### config.mk
export PLATFORM = sky130hd
export DESIGN_NAME = midi_voice_message_parser_core
export DESIGN_NICKNAME = d
export VERILOG_FILES = /design/src/sv/mvp_pkg.sv /design/src/sv/mvp_decode.sv /design/src/sv/midi_voice_message_parser_core.sv
export SDC_FILE = /design/constraint.sdc
export NUM_CORES = 1
export LEC_CHECK = 0
export BUFFER_PORTS_ARGS = -buffer_cell sky130_fd_sc_hd__buf_2
export CORE_ASPECT_RATIO = 1.1
export CORE_UTILIZATION = 53
export CTS_CLUSTER_SIZE = 25
export DETAILED_ROUTE_END_ITERATION = 10
export GPL_ROUTABILITY_DRIVEN = 0
export HOLD_SLACK_MARGIN = 0.05
export MAX_ROUTING_LAYER = met4
export PLACE_DENSITY = 0.79
export SLEW_MARGIN = 20
export SYNTH_ARGS = -nofsm -noshare
export SYNTH_HDL_FRONTEND = slang
export SYNTH_SLANG_ARGS = --single-unit
### constraint.sdc
create_clock -name clk -period 10.35 [get_ports clk]
set_clock_uncertainty 0.2 [all_clocks]
set_input_delay 1.5525 -clock clk [delete_from_list [all_inputs] [get_ports clk]]
set_output_delay 1.5525 -clock clk [all_outputs]
set_load 0.02 [all_outputs]
### src/sv/mvp_pkg.sv
package mvp_pkg;

  localparam logic [4:0] OmniChannel = 5'd16;

  localparam logic [1:0] RegListenChannel  = 2'd0;
  localparam logic [1:0] RegRealtimeEnable = 2'd1;
  localparam logic [1:0] RegVoiceEnable    = 2'd2;

  localparam logic [3:0] SystemNibble = 4'hf;

  typedef struct packed {
    logic       is_voice;
    logic [2:0] msg_type;
    logic [3:0] msg_channel;
    logic [6:0] first_data;
    logic [6:0] second_data;
  } result_t;

  typedef struct packed {
    logic [7:0] running_status;
    logic [1:0] bytes_remaining;
    logic [6:0] data_hold;
  } parse_state_t;

  function automatic logic [1:0] msg_len(input logic [2:0] ty);
    logic [1:0] len;
    unique case (ty)
      3'd4, 3'd5: len = 2'd1;
      3'd7:       len = 2'd0;
      default:    len = 2'd2;
    endcase
    return len;
  endfunction

endpackage

### src/sv/mvp_decode.sv
module mvp_decode
  import mvp_pkg::*;
(
  input  logic [7:0]   midi_byte,
  input  parse_state_t state,
  input  logic [4:0]   listen_channel,
  input  logic [7:0]   realtime_enable,
  input  logic [6:0]   voice_enable,
  output parse_state_t state_next,
  output result_t      result,
  output logic         result_hit
);

  logic [2:0] voice_type;
  logic [1:0] remaining_dec;
  logic [7:0] voice_enable_ext;

  assign voice_type       = state.running_status[6:4];
  assign remaining_dec    = state.bytes_remaining - 2'd1;
  assign voice_enable_ext = {1'b0, voice_enable};

  always_comb begin
    state_next = state;
    result     = '0;
    result_hit = 1'b0;
    priority if (midi_byte[7:4] == SystemNibble) begin
      if (midi_byte[3]) begin
        result.msg_type = midi_byte[2:0];
        result_hit      = realtime_enable[midi_byte[2:0]];
      end else begin
        state_next.running_status = '0;
      end
    end else if (midi_byte[7]) begin
      if (listen_channel == OmniChannel || {1'b0, midi_byte[3:0]} == listen_channel) begin
        state_next.running_status  = midi_byte;
        state_next.bytes_remaining = msg_len(midi_byte[6:4]);
      end else begin
        state_next.running_status = '0;
      end
    end else if (state.running_status != 8'd0) begin
      state_next.bytes_remaining = remaining_dec;
      if (remaining_dec[0]) begin
        state_next.data_hold = midi_byte[6:0];
      end
      if (remaining_dec == 2'd0) begin
        state_next.bytes_remaining = msg_len(voice_type);
        result_hit           = voice_enable_ext[voice_type];
        result.is_voice      = 1'b1;
        result.msg_type      = voice_type;
        result.msg_channel   = state.running_status[3:0];
        if (msg_len(voice_type) == 2'd1) begin
          result.first_data  = midi_byte[6:0];
          result.second_data = '0;
        end else begin
          result.first_data  = state.data_hold;
          result.second_data = midi_byte[6:0];
        end
      end
    end else begin
      state_next = state;
    end
  end

endmodule

### src/sv/midi_voice_message_parser_core.sv
// MIDI voice message parser with running status.
// Input channel: one raw MIDI byte per beat on midi_byte, qualified by
// in_valid and held off by in_stall. Output channel: one event per beat,
// either an enabled realtime byte or a completed, enabled voice message.
// Bytes that cause no event are consumed silently.
// Events are registered: an accepted byte's event is written into the output
// register, or into the skid register while the output register is stalled.
// Throughput is one byte per cycle while in_stall is low; the decode is a
// single pass of logic from the parse state to the output register.
// A two-entry output buffer (output register plus skid register) lets a
// byte be taken while an event waits; in_stall rises only when both are
// full, that is after the receiver has stalled an event and another one
// has been produced behind it.
// The APB port holds the listen channel, the realtime enables and the voice
// enables at byte addresses 0, 4 and 8. Writing the listen channel clears
// the running status. Reset selects omni mode, disables all events, clears
// the parse state and empties the output buffer.
module midi_voice_message_parser_core
  import mvp_pkg::*;
(
  input  logic        clk,
  input  logic        rst,
  input  logic        in_valid,
  output logic        in_stall,
  input  logic [7:0]  midi_byte,
  output logic        out_valid,
  input  logic        out_stall,
  output logic        is_voice,
  output logic [2:0]  msg_type,
  output logic [3:0]  msg_channel,
  output logic [6:0]  first_data,
  output logic [6:0]  second_data,
  input  logic        psel,
  input  logic        penable,
  input  logic        pwrite,
  input  logic [3:0]  paddr,
  input  logic [31:0] pwdata,
  output logic [31:0] prdata,
  output logic        pready
);

  logic [4:0]   listen_channel;
  logic [7:0]   realtime_enable;
  logic [6:0]   voice_enable;
  parse_state_t state;
  parse_state_t state_next;
  parse_state_t state_load;
  result_t      result;
  logic         result_hit;
  result_t      out_data;
  result_t      skid_data;
  logic         skid_valid;
  logic         in_accept;
  logic         out_take;
  logic         cfg_write;

  assign pready    = 1'b1;
  assign cfg_write = psel && penable && pwrite && pready;
  assign in_stall  = skid_valid;
  assign in_accept = in_valid && !in_stall;
  assign out_take  = out_valid && !out_stall;

  mvp_decode u_decode (
    .midi_byte       (midi_byte),
    .state           (state),
    .listen_channel  (listen_channel),
    .realtime_enable (realtime_enable),
    .voice_enable    (voice_enable),
    .state_next      (state_next),
    .result          (result),
    .result_hit      (result_hit)
  );

  always_comb begin
    unique case (paddr[3:2])
      RegListenChannel:  prdata = {27'd0, listen_channel};
      RegRealtimeEnable: prdata = {24'd0, realtime_enable};
      RegVoiceEnable:    prdata = {25'd0, voice_enable};
      default:           prdata = '0;
    endcase
  end

  always_comb begin
    state_load = state;
    if (in_accept) begin
      state_load = state_next;
    end
    if (cfg_write && paddr[3:2] == RegListenChannel) begin
      state_load.running_status = '0;
    end
  end

  always_ff @(posedge clk) begin
    if (rst) begin
      listen_channel  <= OmniChannel;
      realtime_enable <= '0;
      voice_enable    <= '0;
      state           <= '0;
    end else begin
      state <= state_load;
      if (cfg_write) begin
        unique case (paddr[3:2])
          RegListenChannel:  listen_channel  <= pwdata[4:0];
          RegRealtimeEnable: realtime_enable <= pwdata[7:0];
          RegVoiceEnable:    voice_enable    <= pwdata[6:0];
          default:           listen_channel  <= listen_channel;
        endcase
      end
    end
  end

  always_ff @(posedge clk) begin
    if (rst) begin
      out_valid  <= 1'b0;
      skid_valid <= 1'b0;
    end else if (out_take || !out_valid) begin
      if (skid_valid) begin
        out_data   <= skid_data;
        out_valid  <= 1'b1;
        skid_valid <= 1'b0;
      end else if (in_accept && result_hit) begin
        out_data  <= result;
        out_valid <= 1'b1;
      end else begin
        out_valid <= 1'b0;
      end
    end else if (in_accept && result_hit) begin
      skid_data  <= result;
      skid_valid <= 1'b1;
    end
  end

  assign is_voice    = out_data.is_voice;
  assign msg_type    = out_data.msg_type;
  assign msg_channel = out_data.msg_channel;
  assign first_data  = out_data.first_data;
  assign second_data = out_data.second_data;

  a_skid_behind_out: assert property (@(posedge clk) disable iff (rst)
    skid_valid |-> out_valid)
    else $error("skid register holds an event while the output register is empty");

  a_listen_clears: assert property (@(posedge clk) disable iff (rst)
    (cfg_write && paddr[3:2] == RegListenChannel) |=> state.running_status == 8'd0)
    else $error("listen channel write did not clear the running status");

  a_count_valid: assert property (@(posedge clk) disable iff (rst)
    state.running_status != 8'd0 |->
      (state.bytes_remaining == 2'd1 || state.bytes_remaining == 2'd2))
    else $error("data byte count out of range under running status");

  a_voice_channel: assert property (@(posedge clk) disable iff (rst)
    (in_accept && result_hit && result.is_voice && listen_channel != OmniChannel)
      |-> {1'b0, result.msg_channel} == listen_channel)
    else $error("voice event produced for a channel that is not listened to");

endmodule
==> results.yml <==
detailed_routing:
  drc: 0
  wl_per_cell_um: 15.63
  dr.pass1.iters: 4
  viasPerCell: 5.540
  drt-initial-drc-count: 191
  wl_um: 7926
  via_count: 2809
  postRouteAntennaNets: 0
floorplanning:
  core-area_um2: 7167
  die-area_um2: 7928
  chipWidth_um: 84.99
  initial_utilization: 0.5602
  dieHeight_um: 93.29
  placementRows: 32
  ios: 108
global_route:
  antenna_found_initial: 0
  overflow: 0
  grt_max_degree: 31
  grt_pass1_wl_um: 13040
  grt_usage: 0.2199
  grt_pass1_vias: 2643
sta:
  fin_ws_ns: 6.095
  setup_viol: 0
  setup_tns_ns: 0
  rsz0062_at_grt: "no"
  drv_slew: 0
  worst_pin_slew_ns: 1.071
  min_period_ns: 4.255
  relSlewSlack: 0.2846
  fin_crit_sh: 0.4111
  fmax_mhz: 235.0
  whs_ns: 0.2716
  finalHoldViolations: 0
setup_path:
  critPathSlowestCell: "nor2b_1"
  critPathLaunchType: "input pin"
  r2r_start: "state[14]$_SDFFE_PP0P_"
  critical-path-max-stage-delay_ns: 0.41
  rr_worst_depth: 5
  cp.arrival_ns: 2.50
  cp.required_ns: 8.60
  r2r_setup_slack_ns: 7.51
  startpoint: "paddr[2]"
  timing.rr.end: "msg_type[2]$_DFFE_PP_"
  crit_path_end_kind: "output pin"
  crit_fanout: 10
  path_common_cell: "buf_2"
  crit_type: "input pin to output pin"
  path_cells: "buf_2 > nor2b_1 > nand2_1 > o21ai_0 > buf_2"
synthesis:
  seq_area_frac_synth: 0.5235
  syn_inst: 367
  synth_ff_type: "edfxtp_1"
  synth-edff-count: 44
  synth_seq_cells: 83
  postSynthAreaPerCell_um2: 10.94
  synth.cell_area_um2: 4015
  yosysWarnings: 0
  synth_cell_types: 48
  ys_async_sr_fraction: 0
cells_and_area:
  final_util: 0.6201
  drive_gt1_frac: 0.2583
  antennaDiodeCount: 0
  nets: 469
  area_growth_pct: 10.69
outcome:
  status: "finished, final reports clean"
clock_tree:
  cts_buffers: 9
  clockRootBuffer: "clkbuf_8"
  htree_levels: 3
  cts_hold_buf: 0
  insertion_delay_ns: 0.36
  clockBufferDepth: 2
  path_clk_slew_ns: 0.08
  clock_sinks: 83
  cts_tree: "built"
  cts_resized: 0
  post_cts.repair.setup_buffers: 0
min_path:
  min_path_cells: 2
  hold_start: "state[8]$_SDFFE_PP0P_"
  hold_end: "state[8]$_SDFFE_PP0P_"
  hp-class: "register to register"
job:
  drv_cap: 0
power:
  power_w: 0.0006441
  p_leak_nw: 1.696
  powerDensity_nw_per_um2: 144.9
  irDropWorstVdd_mv: 0.07963
place:
  place_worst_setup_slack_ns: 6.086
  port_buffers: 56
  hpwl_um: 5549
==> routing by layer <==
metal	up-vias	track usage	part of all wire	wire length, um
li1	1347	-	-	-
met1	1332	0.2754	0.43	3421
met2	109	0.3394	0.48	3837
met3	21	0.04148	0.054	427
met4	0	0.1186	0.030	240
met5	-	-	0	0
==> power by group <==
part           internal, W  switching [W]
combinational    0.0000206      0.0000393
sequential        0.000348     0.00000464
clock             0.000117       0.000114
==> layout by cell type, fill, tap and decap left out, drive strengths merged, types with 2 or more instances in the layout <==
| cell | Yosys | routed |
|---|---|---|
| o21ai | 10 | 10 |
| nor4b | 2 | 2 |
| nor3b | 2 | 2 |
| nand3 | 4 | 4 |
| inv | 13 | 13 |
| o31a | 7 | 7 |
| mux2 | 22 | 22 |
| edfxtp | 44 | 44 |
| a22o | 5 | 5 |
| nand2 | 37 | 37 |
| a2bb2oi | 2 | 2 |
| and3 | 5 | 5 |
| buf | 34 | 60 |
| and2 | 3 | 3 |
| dfxtp | 39 | 39 |
| clkinv | 0 | 4 |
| clkbuf | 10 | 11 |
| conb | 2 | 25 |
| o211ai | 3 | 3 |
| nor2b | 7 | 7 |
| nand2b | 5 | 5 |
| a21oi | 10 | 10 |
| nor3 | 9 | 9 |
| nor2 | 37 | 37 |
| nor4 | 3 | 3 |
| mux2i | 39 | 39 |
==> cell type report <==
cell class,instances,area [um^2]
Sequential cell,83,2102
Tap cell,85,106.4
Inverter,13,48.80
Clock buffer,11,141.4
Fill cell,550,2723
Timing Repair Buffer,60,310.3
Clock inverter,5,53.80
Multi-Input combinational cell,250,1682
==> how the worst max path moves through the flow <==
stage,end,slack [ns],depth (start not counted)
4_1_cts,prdata[1],6.09,5
2_1_floorplan,skid_data[0]$_DFFE_PP_,4.94,6
5_1_grt,prdata[0],5.95,5
3_3_place_gp,prdata[6],6.09,4
3_5_place_dp,prdata[1],6.09,5
6_report,prdata[1],6.09,5
==> cells in the mapped netlist, types with 7 or more instances <==
cell / number / area (um^2)
nor2_1: 37 / 138.9
edfxtp_1: 44 / 1321
a21oi_1: 9 / 45.04
clkbuf_1: 10 / 37.54
inv_1: 12 / 45.04
nor2b_1: 7 / 43.79
o31a_1: 7 / 61.31
mux2i_1: 39 / 390.4
nand2_1: 36 / 135.1
buf_2: 7 / 35.03
mux2_2: 22 / 247.7
buf_4: 25 / 187.7
nor3_1: 9 / 45.04
dfxtp_1: 39 / 780.8
o21ai_0: 10 / 50.05
==> logic make-up (layout without fill, tap and decap cells) <==
| logic type | count (synthesis) | in the layout | synth area share |
|---|---|---|---|
| compound gates | 46 | 46 | 0.08321 |
| fa+ha+maj | 1 | 1 | 0.003116 |
| buf+inv | 57 | 89 | 0.08071 |
| flops | 83 | 83 | 0.5235 |
| mux | 62 | 62 | 0.1645 |
| other cells | 2 | 25 | 0.001870 |
| simple gates | 116 | 116 | 0.1430 |
==> worst max-delay path, delay by kind of cell <==
kind / cells / cell delay [ns]
buffers and inverters: 2 / 0.34
AO/OA/AOI/OAI: 1 / 0.09
AND/OR/NAND/NOR: 2 / 0.53
==> state kept, by name, indices dropped and copies added, names as in the netlist <==
signal,cells
skid_data,22
state,17
realtime_enable,8
first_data,7
second_data,7
voice_enable,7
listen_channel,5
msg_channel,4
msg_type,3
in_stall,1
is_voice,1
out_valid,1
==> stage by stage <==
| stage | cell area (um^2) | cells |
|---|---|---|
| 2_1_floorplan | 4101 | 390 |
| 6_report | 4444 | 507 |
| 5_1_grt | 4444 | 507 |
| 3_3_place_gp | 4249 | 491 |
| 3_5_place_dp | 4249 | 491 |
| 4_1_cts | 4444 | 507 |
(Power assumes the default switching activity.)
